### src/hdl/tcw_pkg.sv
// Package for the text console character writer.
// Holds field widths, reset values, mode and register codes, the sequencer
// states and the geometry struct. Depends on nothing.
package tcw_pkg;

  localparam int MAX_ROWS_DEF = 32;
  localparam int MAX_COLS_DEF = 128;

  // Channel field widths.
  localparam int MODE_W  = 2;
  localparam int CHAR_W  = 8;
  localparam int RROW_W  = 5;
  localparam int RCOL_W  = 7;
  localparam int CROW_W  = 5;
  localparam int CCOL_W  = 8;
  localparam int COLOR_W = 8;
  localparam int CELL_W  = CHAR_W + COLOR_W;

  // Register widths and internal cursor widths.
  localparam int NR_W       = 6;
  localparam int NC_W       = 8;
  localparam int ROW_W      = 6;
  localparam int PROD_W     = NR_W + NC_W;
  localparam int CFG_IDX_W  = 2;
  localparam int CFG_DATA_W = 8;

  localparam logic [NR_W-1:0]    RESET_ROWS   = 6'd25;
  localparam logic [NC_W-1:0]    RESET_COLS   = 8'd80;
  localparam logic [COLOR_W-1:0] RESET_COLOR  = 8'd10;
  localparam logic [CHAR_W-1:0]  NEWLINE_CHAR = 8'd10;
  localparam logic [CHAR_W-1:0]  RETURN_CHAR  = 8'd13;

  typedef enum logic [MODE_W-1:0] {
    MODE_PUT   = 2'd0,
    MODE_READ  = 2'd1,
    MODE_CLEAR = 2'd2,
    MODE_NONE  = 2'd3
  } mode_t;

  typedef enum logic [CFG_IDX_W-1:0] {
    CFG_NUM_ROWS   = 2'd0,
    CFG_NUM_COLS   = 2'd1,
    CFG_TEXT_COLOR = 2'd2
  } cfg_idx_t;

  typedef enum logic [3:0] {
    S_INIT,
    S_IDLE,
    S_PLAN,
    S_ADDR,
    S_SWEEP,
    S_CHAR,
    S_BLANK,
    S_RDATA,
    S_DONE
  } seq_state_t;

  // Screen geometry in use, already clamped to the store's limits.
  typedef struct packed {
    logic [NR_W-1:0] rows;
    logic [NC_W-1:0] cols;
  } geo_t;

endpackage

### src/hdl/tcw_cfg_if.sv
// Configuration write channel of the console writer: register index and data.
// Depends on tcw_pkg for the field widths.
interface tcw_cfg_if;
  import tcw_pkg::*;

  logic                  valid;
  logic                  ready;
  logic [CFG_IDX_W-1:0]  idx;
  logic [CFG_DATA_W-1:0] wdata;

  modport source (output valid, idx, wdata, input ready);
  modport sink (input valid, idx, wdata, output ready);
endinterface

### src/hdl/tcw_cfg_regs.sv
// Configuration registers of the console writer and the clamped geometry.
// Depends on tcw_pkg and tcw_cfg_if.
module tcw_cfg_regs #(
  parameter int MAX_ROWS = tcw_pkg::MAX_ROWS_DEF,
  parameter int MAX_COLS = tcw_pkg::MAX_COLS_DEF
) (
  input  logic                          clk,
  input  logic                          rst_n,
  tcw_cfg_if.sink                       cfg_ch,
  output tcw_pkg::geo_t                 geo,
  output logic [tcw_pkg::COLOR_W-1:0]   text_color
);
  import tcw_pkg::*;

  logic [NR_W-1:0]    num_rows_r;
  logic [NC_W-1:0]    num_cols_r;
  logic [COLOR_W-1:0] text_color_r;

  assign cfg_ch.ready = 1'b1;

  // A write to an index past the list is taken and dropped.
  always_ff @(posedge clk) begin
    if (!rst_n) begin
      num_rows_r   <= RESET_ROWS;
      num_cols_r   <= RESET_COLS;
      text_color_r <= RESET_COLOR;
    end else if (cfg_ch.valid) begin
      case (cfg_idx_t'(cfg_ch.idx))
        CFG_NUM_ROWS:   num_rows_r   <= cfg_ch.wdata[NR_W-1:0];
        CFG_NUM_COLS:   num_cols_r   <= cfg_ch.wdata[NC_W-1:0];
        CFG_TEXT_COLOR: text_color_r <= cfg_ch.wdata[COLOR_W-1:0];
        default: ;
      endcase
    end
  end

  always_comb begin
    if (num_rows_r == '0) begin
      geo.rows = NR_W'(1);
    end else if (int'(num_rows_r) > MAX_ROWS) begin
      geo.rows = NR_W'(MAX_ROWS);
    end else begin
      geo.rows = num_rows_r;
    end
    if (num_cols_r == '0) begin
      geo.cols = NC_W'(1);
    end else if (int'(num_cols_r) > MAX_COLS) begin
      geo.cols = NC_W'(MAX_COLS);
    end else begin
      geo.cols = num_cols_r;
    end
  end

  assign text_color = text_color_r;

endmodule

### src/flat_wrapper.sv
// flat-port wrapper written by rule: the top's interface ports become plain ports
module tcw_cfg_regs_flat import tcw_pkg::*;
#(
  parameter int MAX_ROWS = tcw_pkg::MAX_ROWS_DEF,
  parameter int MAX_COLS = tcw_pkg::MAX_COLS_DEF
)
  (clk, rst_n, geo, text_color, cfg_ch_valid, cfg_ch_idx, cfg_ch_wdata, cfg_ch_ready);
  tcw_cfg_if cfg_ch_i ();
  input  logic clk;
  input  logic rst_n;
  output tcw_pkg::geo_t geo;
  output logic [tcw_pkg::COLOR_W-1:0] text_color;
  input wire logic [$bits(cfg_ch_i.valid)-1:0] cfg_ch_valid;
  input wire logic [$bits(cfg_ch_i.idx)-1:0] cfg_ch_idx;
  input wire logic [$bits(cfg_ch_i.wdata)-1:0] cfg_ch_wdata;
  output wire logic [$bits(cfg_ch_i.ready)-1:0] cfg_ch_ready;
  assign cfg_ch_i.valid = cfg_ch_valid;
  assign cfg_ch_i.idx = cfg_ch_idx;
  assign cfg_ch_i.wdata = cfg_ch_wdata;
  assign cfg_ch_ready = cfg_ch_i.ready;
  tcw_cfg_regs #(.MAX_ROWS(MAX_ROWS), .MAX_COLS(MAX_COLS)) u_core (.clk(clk), .rst_n(rst_n), .cfg_ch(cfg_ch_i), .geo(geo), .text_color(text_color));
endmodule
### config.mk
export PLATFORM = sky130hd
export DESIGN_NAME = tcw_cfg_regs_flat
export DESIGN_NICKNAME = d
export VERILOG_FILES = /design/src/hdl/tcw_pkg.sv /design/src/hdl/tcw_cfg_if.sv /design/src/hdl/tcw_cfg_regs.sv /design/src/flat_wrapper.sv
export SDC_FILE = /design/constraint.sdc
export NUM_CORES = 1
export LEC_CHECK = 0
export ABC_CLOCK_PERIOD_IN_PS = 1200
export BUFFER_PORTS_ARGS = -buffer_cell sky130_fd_sc_hd__buf_4
export CAP_MARGIN = 10
export CORE_ASPECT_RATIO = 0.7
export CORE_UTILIZATION = 50
export CTS_BUF_LIST = sky130_fd_sc_hd__clkbuf_2 sky130_fd_sc_hd__clkbuf_4 sky130_fd_sc_hd__clkbuf_8
export CTS_CLUSTER_SIZE = 24
export DETAILED_ROUTE_END_ITERATION = 10
export GPL_ROUTABILITY_DRIVEN = 1
export GPL_TIMING_DRIVEN = 0
export PLACE_DENSITY = 0.78
export SLEW_MARGIN = 20
export SYNTH_ARGS = -nofsm -noshare
export SYNTH_HDL_FRONTEND = slang
export SYNTH_SLANG_ARGS = --single-unit
### constraint.sdc
create_clock -name clk -period 1.2 [get_ports clk]
set_clock_uncertainty 0.1 [all_clocks]
set_input_delay 0.06 -clock clk [delete_from_list [all_inputs] [get_ports clk]]
set_output_delay 0.06 -clock clk [all_outputs]
set_load 0.02 [all_outputs]
Word-level counts from Yosys, hierarchy flattened
Index checks and enable logic that the tools add are counted.
- eq/ne operators: 2
- bitwise operators: 0
- reduce and logical (&&, ||, !) cells: 6
- shifts and indexed selects: 0
- div/mod/pow operators: 0
- multiplexer cells: 4
- multiply operators: 0
- add/sub/neg operators: 0
- $lt $le $gt $ge: 2
- operator list (kind ; number):
    8-bit two-way mux ; 2
    6-bit two-way mux ; 2
    8-bit > comparator (second input constant) ; 1
    8-bit logical NOT ; 1
    6-bit > comparator (second input constant) ; 1
    6-bit logical NOT ; 1
    2-bit AND reduction ; 3
    2-bit by 1-bit equality test with 1-bit output (second input constant) ; 1
    2-bit equality test (second input constant) ; 1
    2-bit logical NOT ; 1
- memory bits (read-only): 0
- input port bits: 13
- latch bits: 0
- memory bits (writable): 0
- register bits: 22
- memories kept: 0

Longest topological paths before layout
- word-level depth: 3
- depth in mapped cells: 3

Least setup slack after synthesis
Ideal clock, no wire load.
- kind: reg-to-output
- start point: reg u_core.num_cols_r[1]
- end point: out geo[0] in the netlist's numbering
- buffers on the path: 0
- arrival time: 1534 ps
- stages on the path, launching flop included: 3
- data required time: 1040 ps
- setup slack: -494 ps
- cell sequence: dfxtp_1 -> or4_1 -> o41ai_1
- RTL lines (item ; line ; text):
    from (decl) ; tcw_cfg_regs.sv:16 ; logic [NC_W-1:0] num_cols_r;
    from (signal assigned) ; tcw_cfg_regs.sv:30 ; CFG_NUM_COLS: num_cols_r <= cfg_ch.wdata[NC_W-1:0];
    to (decl) ; flat_wrapper.sv:11 ; output tcw_pkg::geo_t geo;

==> flow_metrics.env <==
export IMPL_overflow=0
export IMPL_numCtsBuffers=3
export IMPL_ir_worst_vdd_v=0.00106
export IMPL_synth_area_um2=997
export IMPL_end_kind="output pin"
export IMPL_leakage_nw=0.757
export IMPL_relSlewSlack_pct=64.2
export IMPL_cts_htree_levels=1
export IMPL_yosysMostFrequentCell="nand2_1"
export IMPL_antenna_left=0
export IMPL_reg2regPathDepth=5
export IMPL_violations="setup timing"
export IMPL_arrival_ns=1.59
export IMPL_hold_viol_final=0
export IMPL_synth_commonest_cells="nand2_1 (23), dfxtp_1 (22), mux2i_1 (19), nor2b_1 (15), clkbuf_1 (6)"
export IMPL_r2r_slack_ns=0.14
export IMPL_critPathLaunch="u_core.num_cols_r[4]"
export IMPL_initial_core_util_pct=53.3
export IMPL_cts_tree="yes"
export IMPL_rows=13
export IMPL_routed_wl_um=2770
export IMPL_nets=178
export IMPL_synth_edff_count=0
export IMPL_clk_pin_slew_ns=0.13
export IMPL_layout_drive_gt1_share_pct=40.2
export IMPL_tightest_slew_ns=0.536
export IMPL_num_io_pins=36
export IMPL_via_count=960
export IMPL_dp_cells=165
export IMPL_clk_latency_ns=0.31
export IMPL_ys_seq_area_share_pct=44.2
export IMPL_synthToLayoutAreaGrowth_pct=62.7
export IMPL_synth_ff_type="dfxtp_1"
export IMPL_rsz0062_at_grt="true"
export IMPL_drv_slew=0
export IMPL_period_share_pct=146
export IMPL_max_freq_mhz=570
export IMPL_grt_usage_pct=25.5
export IMPL_cts_root_buffer="clkbuf_4"
export IMPL_power_density_nw_per_um2=1030
export IMPL_yosys_warnings=0
export IMPL_timing_final_ws_setup_ns=-0.553
export IMPL_vias_per_cell=5.16
export IMPL_synthDistinctLibCells=21
export IMPL_crit_fanout=2
export IMPL_r2r_start="u_core.num_rows_r[3]"
export IMPL_syn_inst=109
export IMPL_stdcell_count=186
export IMPL_grt_max_degree=14
export IMPL_firstDrtPassIters=4
export IMPL_hpwlAfterDp_um=1670
export IMPL_yosysTopAreaCell="dfxtp_1"
export IMPL_port_buffers=34
export IMPL_async_flop_share_pct=0
export IMPL_whs_path_depth=3
export IMPL_die_w_um=55.4
export IMPL_core_area_um2=1870
export IMPL_fp_dieH_um=39.4
export IMPL_hold_class="in -> reg"
export IMPL_period_minus_slack_ns=1.75
export IMPL_num_antenna_cells=0
export IMPL_cts_sinks=22
export IMPL_grt_pass1_wl_um=4090
export IMPL_holdCritStartpoint="cfg_ch_valid"
export IMPL_critical_path_required_ns=1.04
export IMPL_wire_per_inst_um=14.9
export IMPL_syn_nets=122
export IMPL_drv_cap=0
export IMPL_dr_first_iter_drc_count=38
export IMPL_cp_start_kind="flop"
export IMPL_critPathKind="reg -> out"
export IMPL_post_route_util_pct=86.8
export IMPL_grt_pass1_vias=901
export IMPL_synth_area_top_cells="dfxtp_1 (44%), mux2i_1 (19%), nor2b_1 (9.4%), nand2_1 (8.7%), clkbuf_1 (2.3%)"
export IMPL_status="finished with violations"
export IMPL_route_detailed_drc=0
export IMPL_gp_congestion=0.714
export IMPL_antenna_found_initial=0
export IMPL_ys_seq_elements=22
export IMPL_synth_top_area_share_pct=44.2
export IMPL_setup_violations=13
export IMPL_synth_avg_cell_area_um2=9.15
export IMPL_dieArea_um2=2180
export IMPL_clockBufferDepth=2
through the flow:
| step | hold slack (ns) | TNS (ns) | setup WS (ns) | total power, mW | cell area, um2 |
|---|---|---|---|---|---|
| after detailed placement | 0.243 | -0.302 | -0.233 | 1.05 | 1310 |
| after CTS | -0.00157 | -0.965 | -0.542 | 1.65 | 1530 |
| after floorplan | 0.102 | -0.169 | -0.169 | 0.934 | 1030 |
| after global routing | -0.00612 | -2.33 | -0.605 | 1.74 | 1620 |
| after global placement | 0.231 | -0.288 | -0.218 | 1.04 | 1310 |
| final | 0.00637 | -1.75 | -0.553 | 1.68 | 1620 |
critical path, cell delays in order, from the launching register on:
cell	delay (ns)
dfxtp_2	0.35
or4_4	0.55
o41ai_4	0.20
buf_4	0.18
routing by layer:
metal	GRT usage [%]	vias to the layer above	share of wire, %
met3	8.25	6	4.9
met2	45.8	35	48
met4	10.0	0	1.7
li1	-	474	-
met5	0	-	0
met1	29.2	445	46
logic make-up after synthesis:
kind of cell	Yosys count	synth area share, %
muxes	19	19.1
and+or+nand+nor	50	27.6
other	1	0.376
AOI/OAI and AO/OA	5	3.64
DFF	22	44.2
buffers and inverters	12	5.14
report_power, final:
group	total, mW	internal, mW	switching, mW
Clock	0.576	0.338	0.238
Sequential	0.781	0.757	0.0242
Combinational	0.322	0.170	0.152
final timing paths:
path,to
worst max-delay path,geo[0]
worst max register to register,u_core.num_rows_r[3]
worst min-delay path,u_core.num_cols_r[6]
worst min register to register,u_core.text_color[6]
flip-flops by register name, summed over array words and instances, names as in the netlist:
name / count
u_core.num_cols_r: 8
u_core.text_color: 8
u_core.num_rows_r: 6
area by class of cell:
cell class / instances / area [um2]
fill: 102 / 248
sequential: 22 / 458
inverter: 3 / 11.3
clock inverter: 1 / 30.0
clock buffer: 3 / 22.5
buffer: 8 / 36.3
multi-input combinational: 75 / 573
timing repair buffer: 52 / 464
tap: 22 / 27.5
cells in the final DEF (no fill, tap or decap), drive strengths merged, types with 2 or more instances in the layout:
master,Yosys,final
or4,2,2
inv,3,3
clkbuf,6,8
dfxtp,22,22
o211ai,3,3
dlygate4sd3,0,11
nand2,23,23
nand4b,2,2
nor2b,15,15
mux2i,19,19
and3b,2,2
buf,3,44
repair_timing:
action | in CTS | in global routing
pin swaps | 1 | 0
endpoints found under the setup margin | 14 | 12
resized for setup | 13 | 14
cloned | 0 | 0
buffers inserted | 4 | 3
hold buffers | 10 | 1
hold endpoints to repair | 22 | 3
No activity file was read; power rests on OpenSTA's default activity.
