File: src/hdl/tcw_pkg.sv
// Package for the text console character writer.
// Holds field widths, reset values, mode and register codes, the sequencer
// states and the geometry struct. Depends on nothing.
package tcw_pkg;

  localparam int MAX_ROWS_DEF = 32;
  localparam int MAX_COLS_DEF = 128;

  // Channel field widths.
  localparam int MODE_W  = 2;
  localparam int CHAR_W  = 8;
  localparam int RROW_W  = 5;
  localparam int RCOL_W  = 7;
  localparam int CROW_W  = 5;
  localparam int CCOL_W  = 8;
  localparam int COLOR_W = 8;
  localparam int CELL_W  = CHAR_W + COLOR_W;

  // Register widths and internal cursor widths.
  localparam int NR_W       = 6;
  localparam int NC_W       = 8;
  localparam int ROW_W      = 6;
  localparam int PROD_W     = NR_W + NC_W;
  localparam int CFG_IDX_W  = 2;
  localparam int CFG_DATA_W = 8;

  localparam logic [NR_W-1:0]    RESET_ROWS   = 6'd25;
  localparam logic [NC_W-1:0]    RESET_COLS   = 8'd80;
  localparam logic [COLOR_W-1:0] RESET_COLOR  = 8'd10;
  localparam logic [CHAR_W-1:0]  NEWLINE_CHAR = 8'd10;
  localparam logic [CHAR_W-1:0]  RETURN_CHAR  = 8'd13;

  typedef enum logic [MODE_W-1:0] {
    MODE_PUT   = 2'd0,
    MODE_READ  = 2'd1,
    MODE_CLEAR = 2'd2,
    MODE_NONE  = 2'd3
  } mode_t;

  typedef enum logic [CFG_IDX_W-1:0] {
    CFG_NUM_ROWS   = 2'd0,
    CFG_NUM_COLS   = 2'd1,
    CFG_TEXT_COLOR = 2'd2
  } cfg_idx_t;

  typedef enum logic [3:0] {
    S_INIT,
    S_IDLE,
    S_PLAN,
    S_ADDR,
    S_SWEEP,
    S_CHAR,
    S_BLANK,
    S_RDATA,
    S_DONE
  } seq_state_t;

  // Screen geometry in use, already clamped to the store's limits.
  typedef struct packed {
    logic [NR_W-1:0] rows;
    logic [NC_W-1:0] cols;
  } geo_t;

endpackage

File: src/hdl/tcw_in_if.sv
// Input channel of the console writer: valid, ready and one command item.
// Depends on tcw_pkg for the field widths.
interface tcw_in_if;
  import tcw_pkg::*;

  logic              valid;
  logic              ready;
  logic [MODE_W-1:0] mode;
  logic [CHAR_W-1:0] char_code;
  logic [RROW_W-1:0] read_row;
  logic [RCOL_W-1:0] read_col;

  modport source (output valid, mode, char_code, read_row, read_col, input ready);
  modport sink (input valid, mode, char_code, read_row, read_col, output ready);
endinterface

File: src/hdl/tcw_out_if.sv
// Result channel of the console writer: valid, ready and one result item.
// Depends on tcw_pkg for the field widths.
interface tcw_out_if;
  import tcw_pkg::*;

  logic               valid;
  logic               ready;
  logic [CROW_W-1:0]  cursor_row;
  logic [CCOL_W-1:0]  cursor_col;
  logic [CHAR_W-1:0]  cell_char;
  logic [COLOR_W-1:0] cell_color;
  logic               scrolled;

  modport source (output valid, cursor_row, cursor_col, cell_char, cell_color, scrolled,
                  input ready);
  modport sink (input valid, cursor_row, cursor_col, cell_char, cell_color, scrolled,
                output ready);
endinterface

File: src/hdl/tcw_seq.sv
// Sequencer of the console writer: cursor, command decode, store sweeps
// (scroll, clear, power-up wipe) and the output register. Drives the cell RAM.
// Depends on tcw_pkg, tcw_in_if and tcw_out_if.
module tcw_seq #(
  parameter int MAX_ROWS = tcw_pkg::MAX_ROWS_DEF,
  parameter int MAX_COLS = tcw_pkg::MAX_COLS_DEF,
  localparam int CELLS = MAX_ROWS * MAX_COLS,
  localparam int AW    = (CELLS > 1) ? $clog2(CELLS) : 1,
  localparam int CNT_W = $clog2(CELLS + 1)
) (
  input  logic                         clk,
  input  logic                         rst_n,
  tcw_in_if.sink                       in_ch,
  tcw_out_if.source                    out_ch,
  input  tcw_pkg::geo_t                geo,
  input  logic [tcw_pkg::COLOR_W-1:0]  text_color,
  output logic                         ram_we,
  output logic [AW-1:0]                ram_waddr,
  output logic [tcw_pkg::CELL_W-1:0]   ram_wdata,
  output logic [AW-1:0]                ram_raddr,
  input  logic [tcw_pkg::CELL_W-1:0]   ram_rdata
);
  import tcw_pkg::*;

  seq_state_t state_r, state_nxt;

  logic [AW-1:0]      init_addr_r, init_addr_nxt;
  mode_t              mode_r, mode_nxt;
  logic [CHAR_W-1:0]  char_r, char_nxt;
  logic [RROW_W-1:0]  rrow_r, rrow_nxt;
  logic [RCOL_W-1:0]  rcol_r, rcol_nxt;
  logic [ROW_W-1:0]   cur_row_r, cur_row_nxt;
  logic [CCOL_W-1:0]  cur_col_r, cur_col_nxt;
  logic [ROW_W-1:0]   nxt_row_r, nxt_row_nxt;
  logic [CCOL_W-1:0]  nxt_col_r, nxt_col_nxt;
  logic [ROW_W-1:0]   wr_row_r, wr_row_nxt;
  logic [CCOL_W-1:0]  wr_col_r, wr_col_nxt;
  logic               newline_r, newline_nxt;
  logic [1:0]         nscroll_r, nscroll_nxt;
  logic               scrolled_r, scrolled_nxt;
  logic               rd_ok_r, rd_ok_nxt;
  logic [CNT_W-1:0]   total_r, total_nxt;
  logic [CNT_W-1:0]   move_end_r, move_end_nxt;
  logic [CNT_W-1:0]   idx_r, idx_nxt;
  logic [CNT_W-1:0]   sw_r, sw_nxt;
  logic               p_valid_r, p_valid_nxt;
  logic [AW-1:0]      p_addr_r, p_addr_nxt;
  logic               p_move_r, p_move_nxt;
  logic [CHAR_W-1:0]  cell_char_r, cell_char_nxt;
  logic [COLOR_W-1:0] cell_color_r, cell_color_nxt;

  logic               out_valid_r, out_valid_nxt;
  logic [CROW_W-1:0]  o_row_r, o_row_nxt;
  logic [CCOL_W-1:0]  o_col_r, o_col_nxt;
  logic [CHAR_W-1:0]  o_char_r, o_char_nxt;
  logic [COLOR_W-1:0] o_color_r, o_color_nxt;
  logic               o_scr_r, o_scr_nxt;

  // Cursor planning, from the accepted item and the cursor at rest.
  logic [ROW_W:0]     rows_x;
  logic [ROW_W:0]     row1, row2, row3, row3c;
  logic [CCOL_W-1:0]  col1, col2;
  logic               wrap1, wrap2, is_nl;

  // One multiplier, shared: rows*cols while planning, row*cols for the address.
  logic [PROD_W-1:0]  mul_a, prod, sum;
  logic [CNT_W:0]     sweep_src;
  logic [CNT_W-1:0]   blank_idx;

  always_comb begin
    rows_x = {1'b0, geo.rows};
    if (cur_col_r >= geo.cols) begin
      row1 = {1'b0, cur_row_r} + (ROW_W+1)'(1);
      col1 = '0;
    end else begin
      row1 = {1'b0, cur_row_r};
      col1 = cur_col_r;
    end
    wrap1 = (row1 >= rows_x);
    row2  = wrap1 ? rows_x - (ROW_W+1)'(1) : row1;
    col2  = wrap1 ? '0 : col1;
    is_nl = (char_r == NEWLINE_CHAR) || (char_r == RETURN_CHAR);
    row3  = row2 + (ROW_W+1)'(1);
    wrap2 = (row3 >= rows_x);
    row3c = wrap2 ? rows_x - (ROW_W+1)'(1) : row3;
  end

  always_comb begin
    if (state_r == S_PLAN) begin
      mul_a = PROD_W'(geo.rows);
    end else if (mode_r == MODE_READ) begin
      mul_a = PROD_W'(rrow_r);
    end else begin
      mul_a = PROD_W'(wr_row_r);
    end
    prod = mul_a * PROD_W'(geo.cols);
    if (mode_r == MODE_READ) begin
      sum = prod + PROD_W'(rcol_r);
    end else begin
      sum = prod + PROD_W'(wr_col_r);
    end
  end

  assign sweep_src = {1'b0, sw_r} + (CNT_W+1)'(geo.cols);
  assign blank_idx = idx_r + CNT_W'(1);

  always_comb begin
    state_nxt      = state_r;
    init_addr_nxt  = init_addr_r;
    mode_nxt       = mode_r;
    char_nxt       = char_r;
    rrow_nxt       = rrow_r;
    rcol_nxt       = rcol_r;
    cur_row_nxt    = cur_row_r;
    cur_col_nxt    = cur_col_r;
    nxt_row_nxt    = nxt_row_r;
    nxt_col_nxt    = nxt_col_r;
    wr_row_nxt     = wr_row_r;
    wr_col_nxt     = wr_col_r;
    newline_nxt    = newline_r;
    nscroll_nxt    = nscroll_r;
    scrolled_nxt   = scrolled_r;
    rd_ok_nxt      = rd_ok_r;
    total_nxt      = total_r;
    move_end_nxt   = move_end_r;
    idx_nxt        = idx_r;
    sw_nxt         = sw_r;
    p_valid_nxt    = 1'b0;
    p_addr_nxt     = p_addr_r;
    p_move_nxt     = p_move_r;
    cell_char_nxt  = cell_char_r;
    cell_color_nxt = cell_color_r;
    out_valid_nxt  = out_valid_r && !out_ch.ready;
    o_row_nxt      = o_row_r;
    o_col_nxt      = o_col_r;
    o_char_nxt     = o_char_r;
    o_color_nxt    = o_color_r;
    o_scr_nxt      = o_scr_r;
    in_ch.ready    = 1'b0;
    ram_we         = 1'b0;
    ram_waddr      = '0;
    ram_wdata      = '0;
    ram_raddr      = '0;

    // The sweep writes in the cycle after its read; this port is free in every
    // other state while a sweep write is still in flight.
    if (p_valid_r) begin
      ram_we    = 1'b1;
      ram_waddr = p_addr_r;
      ram_wdata = p_move_r ? ram_rdata : '0;
    end

    case (state_r)
      S_INIT: begin
        ram_we        = 1'b1;
        ram_waddr     = init_addr_r;
        ram_wdata     = '0;
        init_addr_nxt = init_addr_r + AW'(1);
        if (init_addr_r == AW'(CELLS - 1)) begin
          state_nxt = S_IDLE;
        end
      end

      S_IDLE: begin
        in_ch.ready = 1'b1;
        if (in_ch.valid) begin
          mode_nxt  = mode_t'(in_ch.mode);
          char_nxt  = in_ch.char_code;
          rrow_nxt  = in_ch.read_row;
          rcol_nxt  = in_ch.read_col;
          state_nxt = S_PLAN;
        end
      end

      S_PLAN: begin
        total_nxt      = CNT_W'(prod);
        cell_char_nxt  = '0;
        cell_color_nxt = '0;
        scrolled_nxt   = 1'b0;
        nxt_row_nxt    = cur_row_r;
        nxt_col_nxt    = cur_col_r;
        rd_ok_nxt      = (NR_W'(rrow_r) < geo.rows) && (NC_W'(rcol_r) < geo.cols);
        newline_nxt    = is_nl;
        case (mode_r)
          MODE_PUT: begin
            if (is_nl) begin
              wr_row_nxt  = ROW_W'(row3c);
              wr_col_nxt  = '0;
              nxt_row_nxt = ROW_W'(row3c);
              nxt_col_nxt = '0;
              nscroll_nxt = {wrap1 && wrap2, wrap1 ^ wrap2};
            end else begin
              wr_row_nxt  = ROW_W'(row2);
              wr_col_nxt  = col2;
              nxt_row_nxt = ROW_W'(row2);
              nxt_col_nxt = col2 + CCOL_W'(1);
              nscroll_nxt = {1'b0, wrap1};
            end
            scrolled_nxt = wrap1 || (is_nl && wrap2);
            state_nxt    = S_ADDR;
          end
          MODE_READ: begin
            state_nxt = S_ADDR;
          end
          MODE_CLEAR: begin
            // A clear is one sweep that moves nothing.
            move_end_nxt = '0;
            sw_nxt       = '0;
            nscroll_nxt  = 2'd1;
            state_nxt    = S_SWEEP;
          end
          default: begin
            state_nxt = S_DONE;
          end
        endcase
      end

      S_ADDR: begin
        idx_nxt      = CNT_W'(sum);
        move_end_nxt = total_r - CNT_W'(geo.cols);
        sw_nxt       = '0;
        if (mode_r == MODE_READ) begin
          ram_raddr = AW'(sum);
          state_nxt = S_RDATA;
        end else if (nscroll_r != 2'd0) begin
          state_nxt = S_SWEEP;
        end else begin
          state_nxt = S_CHAR;
        end
      end

      S_SWEEP: begin
        if (sw_r < total_r) begin
          ram_raddr   = AW'(sweep_src);
          p_valid_nxt = 1'b1;
          p_addr_nxt  = AW'(sw_r);
          p_move_nxt  = (sw_r < move_end_r);
          sw_nxt      = sw_r + CNT_W'(1);
        end else if (!p_valid_r) begin
          nscroll_nxt = nscroll_r - 2'd1;
          sw_nxt      = '0;
          if (mode_r == MODE_CLEAR) begin
            state_nxt = S_DONE;
          end else if (nscroll_r == 2'd1) begin
            state_nxt = S_CHAR;
          end
        end
      end

      S_CHAR: begin
        ram_we    = 1'b1;
        ram_waddr = AW'(idx_r);
        ram_wdata = {text_color, (newline_r ? CHAR_W'(0) : char_r)};
        state_nxt = newline_r ? S_DONE : S_BLANK;
      end

      S_BLANK: begin
        // The blank after the cursor is dropped past the end of the screen.
        if (blank_idx < total_r) begin
          ram_we    = 1'b1;
          ram_waddr = AW'(blank_idx);
          ram_wdata = {text_color, CHAR_W'(0)};
        end
        state_nxt = S_DONE;
      end

      S_RDATA: begin
        if (rd_ok_r) begin
          cell_char_nxt  = ram_rdata[CHAR_W-1:0];
          cell_color_nxt = ram_rdata[CELL_W-1:CHAR_W];
        end
        state_nxt = S_DONE;
      end

      S_DONE: begin
        if (!out_valid_r || out_ch.ready) begin
          out_valid_nxt = 1'b1;
          o_row_nxt     = nxt_row_r[CROW_W-1:0];
          o_col_nxt     = nxt_col_r;
          o_char_nxt    = cell_char_r;
          o_color_nxt   = cell_color_r;
          o_scr_nxt     = scrolled_r;
          cur_row_nxt   = nxt_row_r;
          cur_col_nxt   = nxt_col_r;
          state_nxt     = S_IDLE;
        end
      end

      default: begin
        state_nxt = S_IDLE;
      end
    endcase
  end

  always_ff @(posedge clk) begin
    if (!rst_n) begin
      state_r     <= S_INIT;
      init_addr_r <= '0;
      cur_row_r   <= '0;
      cur_col_r   <= '0;
      nscroll_r   <= '0;
      sw_r        <= '0;
      p_valid_r   <= 1'b0;
      out_valid_r <= 1'b0;
    end else begin
      state_r     <= state_nxt;
      init_addr_r <= init_addr_nxt;
      cur_row_r   <= cur_row_nxt;
      cur_col_r   <= cur_col_nxt;
      nscroll_r   <= nscroll_nxt;
      sw_r        <= sw_nxt;
      p_valid_r   <= p_valid_nxt;
      out_valid_r <= out_valid_nxt;
    end
  end

  always_ff @(posedge clk) begin
    mode_r       <= mode_nxt;
    char_r       <= char_nxt;
    rrow_r       <= rrow_nxt;
    rcol_r       <= rcol_nxt;
    nxt_row_r    <= nxt_row_nxt;
    nxt_col_r    <= nxt_col_nxt;
    wr_row_r     <= wr_row_nxt;
    wr_col_r     <= wr_col_nxt;
    newline_r    <= newline_nxt;
    scrolled_r   <= scrolled_nxt;
    rd_ok_r      <= rd_ok_nxt;
    total_r      <= total_nxt;
    move_end_r   <= move_end_nxt;
    idx_r        <= idx_nxt;
    p_addr_r     <= p_addr_nxt;
    p_move_r     <= p_move_nxt;
    cell_char_r  <= cell_char_nxt;
    cell_color_r <= cell_color_nxt;
    o_row_r      <= o_row_nxt;
    o_col_r      <= o_col_nxt;
    o_char_r     <= o_char_nxt;
    o_color_r    <= o_color_nxt;
    o_scr_r      <= o_scr_nxt;
  end

  assign out_ch.valid      = out_valid_r;
  assign out_ch.cursor_row = o_row_r;
  assign out_ch.cursor_col = o_col_r;
  assign out_ch.cell_char  = o_char_r;
  assign out_ch.cell_color = o_color_r;
  assign out_ch.scrolled   = o_scr_r;

endmodule

File: src/flat_wrapper.sv
// flat-port wrapper written by rule: the top's interface ports become plain ports
module tcw_seq_flat import tcw_pkg::*;
#(
  parameter int MAX_ROWS = tcw_pkg::MAX_ROWS_DEF,
  parameter int MAX_COLS = tcw_pkg::MAX_COLS_DEF,
  localparam int CELLS = MAX_ROWS * MAX_COLS,
  localparam int AW    = (CELLS > 1) ? $clog2(CELLS) : 1,
  localparam int CNT_W = $clog2(CELLS + 1)
)
  (clk, rst_n, geo, text_color, ram_we, ram_waddr, ram_wdata, ram_raddr, ram_rdata, in_ch_valid, in_ch_mode, in_ch_char_code, in_ch_read_row, in_ch_read_col, in_ch_ready, out_ch_valid, out_ch_cursor_row, out_ch_cursor_col, out_ch_cell_char, out_ch_cell_color, out_ch_scrolled, out_ch_ready);
  tcw_in_if in_ch_i ();
  tcw_out_if out_ch_i ();
  input  logic clk;
  input  logic rst_n;
  input  tcw_pkg::geo_t geo;
  input  logic [tcw_pkg::COLOR_W-1:0] text_color;
  output logic ram_we;
  output logic [AW-1:0] ram_waddr;
  output logic [tcw_pkg::CELL_W-1:0] ram_wdata;
  output logic [AW-1:0] ram_raddr;
  input  logic [tcw_pkg::CELL_W-1:0] ram_rdata;
  input wire logic [$bits(in_ch_i.valid)-1:0] in_ch_valid;
  input wire logic [$bits(in_ch_i.mode)-1:0] in_ch_mode;
  input wire logic [$bits(in_ch_i.char_code)-1:0] in_ch_char_code;
  input wire logic [$bits(in_ch_i.read_row)-1:0] in_ch_read_row;
  input wire logic [$bits(in_ch_i.read_col)-1:0] in_ch_read_col;
  output wire logic [$bits(in_ch_i.ready)-1:0] in_ch_ready;
  output wire logic [$bits(out_ch_i.valid)-1:0] out_ch_valid;
  output wire logic [$bits(out_ch_i.cursor_row)-1:0] out_ch_cursor_row;
  output wire logic [$bits(out_ch_i.cursor_col)-1:0] out_ch_cursor_col;
  output wire logic [$bits(out_ch_i.cell_char)-1:0] out_ch_cell_char;
  output wire logic [$bits(out_ch_i.cell_color)-1:0] out_ch_cell_color;
  output wire logic [$bits(out_ch_i.scrolled)-1:0] out_ch_scrolled;
  input wire logic [$bits(out_ch_i.ready)-1:0] out_ch_ready;
  assign in_ch_i.valid = in_ch_valid;
  assign in_ch_i.mode = in_ch_mode;
  assign in_ch_i.char_code = in_ch_char_code;
  assign in_ch_i.read_row = in_ch_read_row;
  assign in_ch_i.read_col = in_ch_read_col;
  assign in_ch_ready = in_ch_i.ready;
  assign out_ch_valid = out_ch_i.valid;
  assign out_ch_cursor_row = out_ch_i.cursor_row;
  assign out_ch_cursor_col = out_ch_i.cursor_col;
  assign out_ch_cell_char = out_ch_i.cell_char;
  assign out_ch_cell_color = out_ch_i.cell_color;
  assign out_ch_scrolled = out_ch_i.scrolled;
  assign out_ch_i.ready = out_ch_ready;
  tcw_seq #(.MAX_ROWS(MAX_ROWS), .MAX_COLS(MAX_COLS)) u_core (.clk(clk), .rst_n(rst_n), .in_ch(in_ch_i), .out_ch(out_ch_i), .geo(geo), .text_color(text_color), .ram_we(ram_we), .ram_waddr(ram_waddr), .ram_wdata(ram_wdata), .ram_raddr(ram_raddr), .ram_rdata(ram_rdata));
endmodule
File: config.mk
export PLATFORM = sky130hd
export DESIGN_NAME = tcw_seq_flat
export DESIGN_NICKNAME = d
export VERILOG_FILES = /design/src/hdl/tcw_pkg.sv /design/src/hdl/tcw_in_if.sv /design/src/hdl/tcw_out_if.sv /design/src/hdl/tcw_seq.sv /design/src/flat_wrapper.sv
export SDC_FILE = /design/constraint.sdc
export NUM_CORES = 1
export LEC_CHECK = 0
export ABC_AREA = 1
export BUFFER_PORTS_ARGS = -buffer_cell sky130_fd_sc_hd__buf_4
export CAP_MARGIN = 20
export CORE_ASPECT_RATIO = 0.5
export CORE_UTILIZATION = 45
export CTS_CLUSTER_SIZE = 30
export DETAILED_ROUTE_END_ITERATION = 16
export GPL_TIMING_DRIVEN = 0
export SLEW_MARGIN = 20
export SYNTH_ARGS = -nofsm -noshare
export SYNTH_HDL_FRONTEND = slang
export SYNTH_SLANG_ARGS = --single-unit
export TNS_END_PERCENT = 20
File: constraint.sdc
create_clock -name clk -period 11.6 [get_ports clk]
set_input_delay 0.58 -clock clk [delete_from_list [all_inputs] [get_ports clk]]
set_output_delay 0.58 -clock clk [all_outputs]
set_load 0.005 [all_outputs]
**Yosys cells after proc, flatten, opt, wreduce, memory -nomap -nowiden**

Cells that the tools add are included.

- Word-level logic and storage cells: 162
- Input port bits: 64
- Output and inout port bits: 73
- Register bits: 198

- Reductions and logical operators: 29
- Add/subtract/negate cells: 12
- Eq/ne operators: 24
- Order comparisons: 8
- $mul: 1
- Bitwise logic cells: 1
- Mux-type cells: 56

Operators with widths:

| kind | number |
|---|---|
| $mux 8 | 7 |
| $mux 13 | 4 |
| $mux 12 | 4 |
| $mux 16 | 3 |
| $pmux 16 s3 | 1 |
| $lt 13x13->1 | 3 |
| $pmux 13 s3 | 1 |
| $mux 4 | 9 |
| $pmux 12 s3 | 1 |
| $pmux 4 s8 | 1 |
| $pmux 8 s2 | 2 |
| $add 13x1->13 const B | 2 |
| $pmux 13 s2 | 1 |
| $mux 6 | 4 |
| $pmux 12 s2 | 1 |
| $eq 4x3->1 const B | 4 |
| $eq 8x4->1 const B | 2 |
| $ge 7x6->1 | 2 |
| $mul 14x8->13 | 1 |
| $mux 14 | 1 |
| $mux 7 | 2 |
| $reduce_and 2->1 | 7 |
| $add 13x7->13 | 1 |
| $add 13x8->13 | 1 |
| other kinds (38) | 66 |

**Depth between registers and ports, before layout**

Gate-level depths: netlist of run 1.

- Depth in word-level cells: 10
- Mapped depth: 43
- Gate-level depth less buffers: 41

**Worst setup path before layout of run 1**

Ideal clock, no wire load.

- Kind: register to output
- Start: reg u_core.mode_r[1]
- End: out ram_raddr[11]
- Arrival: 5.218 ns
- Buffers on the path: 1
- Data required time: 11.020 ns
- Slack: 5.802 ns
- Stages on the path, launching flop included: 26
- Cell sequence: edfxtp_1 nor2_1 inv_1 clkbuf_1 nand2_1 nand3_1 o21ai_1 nor2_1 fa_1 inv_1 fa_1 inv_1 fa_1 inv_1 fa_1 inv_1 ha_1 xnor2_1 inv_1 ha_1 a21o_1 nand2_1 nor2_1 nand2_1 xor2_1 o21ai_0

- Word-level cells in the longest chain between the ends: 8
- Elaborated cells between the ends (all ways): 9
- Classes of those cells: add/sub (2); mul (1); eq/ne (1); mux (5)

Ends and longest elaborated chain:

| item | RTL line | RTL |
|---|---|---|
| start: declaration | tcw_seq.sv:28 | `mode_t mode_r, mode_nxt;` |
| start signal: assignment | tcw_seq.sv:318 | `mode_r <= mode_nxt;` |
| $eq 2x1->1 * | tcw_seq.sv:91 | `end else if (mode_r == MODE_READ) begin` |
| $mux 6 * | tcw_seq.sv:91 |  |
| $mux 14 * | tcw_seq.sv:89 | `if (state_r == S_PLAN) begin` |
| $mul 14x8->13 * | tcw_seq.sv:96 | `prod = mul_a * PROD_W'(geo.cols);` |
| named net u_core.prod[7] | tcw_seq.sv:66 | `logic [PROD_W-1:0] mul_a, prod, sum;` |
| $add 13x8->13 / $add 13x7->13 (equally long branches) | tcw_seq.sv:100, tcw_seq.sv:98 |  |
| $mux 13 * | tcw_seq.sv:97 | `if (mode_r == MODE_READ) begin` |
| $mux 12 * | tcw_seq.sv:222 | `if (mode_r == MODE_READ) begin` |
| $pmux 12 s2 * | tcw_seq.sv:153 | `case (state_r)` |
| end: declaration | flat_wrapper.sv:20 | `output logic [AW-1:0] ram_raddr;` |

Mark *: on every way through the listed nets, which the timed path passes. The rest lies on a longest branch.

**Final worst setup path of run 1**

Same ends and word-level chain as after synthesis.

==> results by group, run 1 <==
Pwr
  – Pleak: 7.19 nW
  – P per Cell Area: 199 nW/um^2
  – Peak VDD IR: ~110 uV

Clocking
  – Cts bufs inserted: 17
  – H-tree Lvls: 4
  – Clk buf depth: 2
  – CTS tree: done
  – Clock Latency Late Sink: 0.46 ns
  – Clock sinks: 198
  – CTS root buf: clkbuf_16
  – # resized after CTS: 0
  – Post-CTS Hold Fix Bufs: 0
  – CTS clk-pin slew, worst paths: 0.07 ns
  – Post-CTS setup buffers: 0

Global routing
  – Gr usage total: about a quarter
  – Vias in the first global route: 11,200
  – Congestion Overflow GR: 0
  – Initial antenna violation count: 1
  – Largest net degree at the start of global routing: 32
  – First-pass GRT wire length: just over 60 mm

Timing
  – Fin. Hold Viols: 0
  – Minimum clock period: 7.52 ns
  – Min Hold Slack: 0.293 ns
  – Fin crit share: 64.8%
  – Fmax achieved: 133 MHz
  – Final sum of negative setup slack: 0 ns
  – RSZ-0062 raised after global routing: false
  – Relative slew slack: 42.4%
  – Max-slew violations: 0
  – Slew @ Worst Pin: ~0.86 ns
  – Final setup violation count: 0
  – Clock Skews: 0.0152 ns
  – Setup WS post-layout: 4.08 ns

Critical path
  – Crit Reg-Reg Endpoint: u_core.idx_r[12]
  – CP arrival: 6.94 ns
  – Critical setup path kind: register to output pin
  – Crit Path Max Fanout: 8
  – Worst r2r path cells: 24
  – Critical Path End Type: output pin
  – CP startpoint kind: register
  – Start of the worst register-to-register path: u_core.mode_r[1]
  – Reg2reg setup slack: 4.97 ns
  – Worst EP required: 11.02 ns

Yosys
  – Synthesis-stage register bit count: approximately 200
  – Post-Syn Area: 13,600 um^2
  – Synth Net Count: 1,821
  – Async S/R FF share, synth: 0%
  – Ys flop type: edfxtp_1
  – Synth Warn #: 0
  – Avg Cell Area, Syn: 8.52 um^2
  – Gate count after technology mapping: 1,599
  – Synth cell types: 64
  – EDFF count, synth: 151
  – Sequential share of the synthesized area: 40.2%

Floorplan
  – Die width: between 200 and 250 um
  – Initial core utilization: 46.3%
  – Die Footprint: 31,000 um^2
  – Ports: 137
  – # rows: 44
  – Area of the core: ~29,000 um^2
  – Chip Height: ~130 um

Route
  – Total routed wirelength: about 39 mm
  – ANT nets after route: 0
  – Wire length per cell: 18.2 um
  – # DRC: 0
  – Iter 0 DRT Violations: 897
  – Via count: ~12,000
  – Drt first pass iters: 6
  – DR vias/cell: 5.41

Finish
  – Fillers: 2,712
  – Layout cells sized above 1: 13.6%
  – Layout Area Growth over Synthesis: 15.9%
  – Ant. Diodes: 0
  – Nets: 1,978

Hold path
  – Worst Hold Depth: 1
  – Hold path startpoint: in_ch_char_code[7]
  – Endpoint of the worst hold path: u_core.char_r[7]
  – Worst min path class: input port to register

Outcome
  – Status: finished, final reports clean

Run
  – Max_cap viols: 0

Placement
  – Gpl congestion: between 0.9 and 1
  – # port buffers: 136
  – DP HPWL: ~32 mm
  – Pre-CTS WS: 4.58 ns
## per-layer routing
metal | track usage, % | wire [um] | vias to the layer above
met1 | 36.8 | 18600 | 5629
met4 | 7.29 | 540 | 0
li1 | - | - | 5670
met3 | 3.76 | 2330 | 37
met2 | 40.8 | 17800 | 359
met5 | 0 | 0 | -
## through the flow
step | cell area (um^2) | utilization (%) | power [mW] | instances
finish | 15800 | 53.7 | 3.14 | 2160
global route | 15800 | 53.7 | 3.38 | 2160
CTS | 15800 | 53.7 | 3.14 | 2160
detailed placement | 15200 | 51.7 | 2.51 | 2128
global placement | 15100 | 51.5 | 2.47 | 2126
floorplan | 13600 | - | 2.01 | 1599
## registers in the layout, indices dropped and copies added, names as in the netlist, 12 cells and up
register	count
u_core.p_addr_r	12
u_core.idx_r	13
u_core.total_r	13
u_core.sw_r	13
u_core.init_addr_r	12
u_core.move_end_r	13
## kinds of logic after synthesis
family,share of synthesized area (%)
AOI/OAI and AO/OA,12.4
xor gates and xnor gates,3.09
adders and majority gates,15.9
buffers and inverters,8.29
DFF,40.2
and+or+nand+nor,20.1
## cell usage after synthesis (2+ instances only)
cell type  number  share of area [%]
a31oi_1         7               0.32
nand3b_1        2               0.11
inv_2           5               0.14
nand3_2         8               0.59
nor4_1          4               0.18
nor3_1         24               0.88
ha_1          132                 12
dfxtp_1        47                6.9
a21oi_1       104                3.8
nand2_4         4               0.33
a2111oi_0       2               0.13
nand4_1        10               0.46
o31ai_1         2               0.11
o22ai_1         9               0.41
nor2_1        172                4.7
o21ai_0        86                3.2
and2_1          7               0.32
xnor2_1        14               0.90
nor2_2          5               0.23
o2111ai_1       8               0.51
edfxtp_1      151                 33
a211oi_1        6               0.33
o21ai_1         8               0.29
or2_2           7               0.32
nand3_1        79                2.9
o21a_1          5               0.28
buf_2           6               0.22
inv_1         251                6.9
o211ai_1       23                1.3
nand2_1       271                7.5
nand2_2        15               0.69
clkinv_1        2              0.055
o221ai_1        2               0.13
nor3_4          2               0.24
nor3_2          2               0.15
clkbuf_1       24               0.66
xor2_1         34                2.2
o21bai_1        8               0.44
fa_1           26                3.8
## how the worst max path moves through the flow
| stage | startpoint | endpoint | slack, ns | cells after the start |
|---|---|---|---|---|
| 2_1_floorplan | u_core.mode_r[1] | ram_raddr[11] | 5.80 | 25 |
| 3_5_place_dp | u_core.mode_r[1] | ram_raddr[11] | 4.58 | 28 |
| 3_3_place_gp | u_core.mode_r[1] | ram_raddr[11] | 4.66 | 28 |
| 5_1_grt | u_core.mode_r[1] | ram_raddr[11] | 3.53 | 28 |
| 6_report | u_core.mode_r[1] | ram_raddr[11] | 4.08 | 27 |
| 4_1_cts | u_core.mode_r[1] | ram_raddr[11] | 4.07 | 28 |
## critical path, stage by stage, from the launching register on
cell and delay [ns]:
edfxtp_1 0.44, nor2_1 0.58, inv_1 0.24, nand2_1 0.16
nand3_1 0.07, o21ai_1 0.39, nor2_1 0.14, fa_1 0.49
fa_1 0.49, ha_1 0.29, inv_1 0.05, fa_1 0.53
inv_1 0.04, ha_1 0.35, a21oi_1 0.22, nand2_1 0.09
xnor2_1 0.13, inv_1 0.09, ha_1 0.33, inv_1 0.05
o21ai_0 0.30, a21o_1 0.21, nand2_1 0.06, nor2_1 0.14
nand2_1 0.08, xor2_1 0.16, o21ai_0 0.19, buf_4 0.14
## placed cells by master (no fill, tap or decap), drive strengths merged, types with 3 or more instances in the layout
master and instances:
xnor2 14, o21bai 9, edfxtp 151, a31oi 7
a21oi 105, xor2 34, nand2 291, clkinv 6
dfxtp 47, and2 7, clkbuf 42, nand4 10
nor3 28, nand3 88, a211oi 6, o21a 6
ha 132, or2 8, nor2 178, o21ai 95
clkinvlp 3, o2111ai 8, nor4 4, o22ai 10
inv 262, o211ai 23, fa 26, buf 147
## power by group
part / internal, mW / total (mW) / switching (mW)
combinational: 0.524 / 1.56 / 1.04
sequential: 0.912 / 0.959 / 0.0462
clock: 0.324 / 0.616 / 0.292
total: 1.76 / 3.14 / 1.38
## final cells by class
type                       count  area [um^2]  share of cell area, %
multi-input combinational   1109         7030                   44.5
sequential                   198         5480                   34.7
timing repair buffer         138         1060                   6.74
inverter                     259          975                   6.17
tap                          391          489                   3.10
clock buffer                  18          429                   2.72
clock inverter                14          170                   1.08
buffer                        33          155                  0.983
Note: power is estimated with default switching activity, not from simulation.
==> inputs of run 2 (changes only) <==
- PLACE_DENSITY: unset -> 0.66
- clock period: 11.6 -> 6.9 ns (I/O delays scaled with it)
==> run 2 against run 1 <==
Net effect: cell count is essentially flat; combinational power up 65%; cell area is 0.67% higher; sequential cell count stayed put; total power grew 66%; sequential power grew 68%; clock power up 67%; via count is 2.1% lower; critical path depth down 2; clock-buffer cell count fell by 1; critical path type unchanged; critical endpoint is now ram_raddr[10]; highest routed layer unchanged.
==> results by group, run 2 (same netlist as run 1, synthesis figures left out) <==
Outcome
  – Status: finished, final reports clean (unchanged)

Critical path
  – CP startpoint kind: register (unchanged)
  – Crit Path Max Fanout: 10 (was 8)
  – CP arrival: 6.17 ns (was 6.94 ns)
  – Critical Path End Type: output pin (unchanged)
  – Critical setup path kind: register to output pin (unchanged)
  – Worst EP required: 6.55 ns (was 11.02 ns)

Finish
  – Layout cells sized above 1: 14.6% (was 13.6%)
  – Commonest non-fill, non-tap cell in the layout: nand2_1 (unchanged)
  – Commonest non-fill, non-tap cells in the layout: nand2_1, inv_1, nor2_1 (unchanged)
  – Post-Route Utilization: 54.1% (was 53.7%)
  – Ant. Diodes: 0 (unchanged)
  – Nets: 1,980 (was 1,978)
  – Layout Area Growth over Synthesis: 16.7% (was 15.9%)
  – Fin cells: 2,162 (was 2,160)

Global routing
  – Vias in the first global route: 11,000 (was 11,200)
  – First-pass GRT wire length: 57.5 mm (was 60.8 mm)
  – Congestion Overflow GR: 0 (unchanged)
  – Initial antenna violation count: 0 (was 1)
  – Largest net degree at the start of global routing: 32 (unchanged)
  – Gr usage total: 24.3% (was 25.8%)

Floorplan
  – # rows: 44 (unchanged)
  – Die Footprint: 31,000 um^2 (unchanged)
  – Area of the core: 29,400 um^2 (unchanged)
  – Initial core utilization: 46.3% (unchanged)
  – Ports: 137 (unchanged)
  – Chip Height: 125 um (unchanged)
  – Die width: 248 um (unchanged)

Pwr
  – P per Cell Area: 329 nW/um^2 (was 199 nW/um^2)
  – Pleak: 7.22 nW (was 7.19 nW)
  – Peak VDD IR: 269 uV (was 115 uV)

Clocking
  – H-tree Lvls: 4 (unchanged)
  – CTS tree: done (unchanged)
  – CTS clk-pin slew, worst paths: 0.08 ns (was 0.07 ns)
  – Cts bufs inserted: 17 (unchanged)
  – Clk buf depth: 2 (unchanged)
  – Post-CTS Hold Fix Bufs: 0 (unchanged)
  – Clock sinks: 198 (unchanged)
  – Clock Latency Late Sink: 0.47 ns (was 0.46 ns)
  – CTS root buf: clkbuf_16 (unchanged)

Timing
  – Fmax achieved: ~150 MHz
  – Final setup violation count: 0 (unchanged)
  – Max-slew violations: 0 (unchanged)
  – Fin. Hold Viols: 0 (unchanged)
  – Slew @ Worst Pin: 0.798 ns (was 0.860 ns)
  – Setup WS post-layout: 0.385 ns (was 4.08 ns)
  – Clock Skews: 0.0112 ns (was 0.0152 ns)
  – Relative slew slack: 45.4% (was 42.4%)
  – Fin crit share: 94.4%
  – Minimum clock period: 6.52 ns

Placement
  – DP HPWL: 29.0 mm (was 31.7 mm)
  – Gpl congestion: 0.928 (was 0.948)
  – Post-placement cell count: 2,128 (unchanged)
  – Pre-CTS WS: 0.144 ns (was 4.58 ns)
  – # port buffers: 136 (unchanged)

Route
  – Iter 0 DRT Violations: 881 (was 897)
  – Drt first pass iters: 5 (was 6)
  – DR vias/cell: 5.30 (was 5.41)
  – ANT nets after route: 0 (unchanged)
  – Via count: 11,500 (was 11,700)
  – # DRC: 0 (unchanged)
  – Total routed wirelength: 36.5 mm (was 39.3 mm)
  – Wire length per cell: 16.9 um (was 18.2 um)

Hold path
  – Worst min path class: input port to register (unchanged)

Run
  – Max_cap viols: 0 (unchanged)
## run 2: through the flow
step / total power, mW / hold slack [ns] / TNS [ns] / instance area (um^2)
6_report: 5.22 / 0.0471 / 0 / 15900
5_1_grt: 5.60 / 0.0340 / -0.00214 / 15900
4_1_cts: 5.20 / 0.0306 / 0 / 15800
3_5_place_dp: 4.16 / 0.405 / 0 / 15200
3_3_place_gp: 4.10 / 0.402 / 0 / 15100
2_1_floorplan: 3.38 / 0.400 / 0 / 13600
## run 2: path summary, 6_finish.rpt
kind	depth (start not counted)	endpoint	start	slack (ns)
setup reg to reg	42	u_core.nscroll_r[0]	u_core.cur_col_r[0]	0.97
setup / recovery	25	ram_raddr[10]	u_core.mode_r[0]	0.38
hold / removal	1	u_core.rcol_r[3]	in_ch_read_col[3]	0.05
hold reg to reg	0	u_core.out_ch.scrolled	u_core.scrolled_r	0.42
## run 2: per-layer routing
layer  global-route usage [%]  share of wire [%]
met1                     33.0                 45
met2                     38.3                 45
met3                     4.16                6.2
met4                     10.1                3.1
met5                        0                  0
## run 2: final cells by class
type,instances,area (um^2)
buffer,33,168
clock buffer,17,425
clock inverter,15,178
fill,2753,13500
inverter,259,975
multi-input combinational,1109,7110
sequential,198,5480
tap,391,489
timing repair buffer,140,1070
## run 2: timing repair
| item | CTS | global route |
|---|---|---|
| hold endpoints to repair | 0 | 0 |
| gates resized for setup | 7 | 23 |
| setup endpoints to repair | 5 | 5 |
| buffers inserted | 0 | 2 |
| pin swaps | 0 | 2 |
## run 2: critical path, stage by stage (launching register included)
cell and delay (ns):
edfxtp_1 0.39, inv_1 0.10, nor2_4 0.19, inv_1 0.12, buf_2 0.21, nand2_1 0.11, nand3_1 0.13, o21ai_4 0.16
nor2_1 0.10, fa_1 0.52, inv_1 0.06, fa_1 0.49, inv_1 0.06, fa_1 0.53, inv_1 0.06, fa_1 0.54
inv_1 0.04, ha_1 0.34, xnor2_1 0.17, inv_1 0.07, ha_1 0.32, a21oi_1 0.12, nor3_1 0.25, xor2_1 0.34
o22ai_1 0.13, buf_4 0.16
## run 2: report_power, final
| group | switching [mW] | total, mW | internal (mW) |
|---|---|---|---|
| logic | 1.69 | 2.58 | 0.893 |
| clock network | 0.539 | 1.03 | 0.494 |
| registers | 0.0787 | 1.61 | 1.53 |
| total | 2.30 | 5.22 | 2.92 |
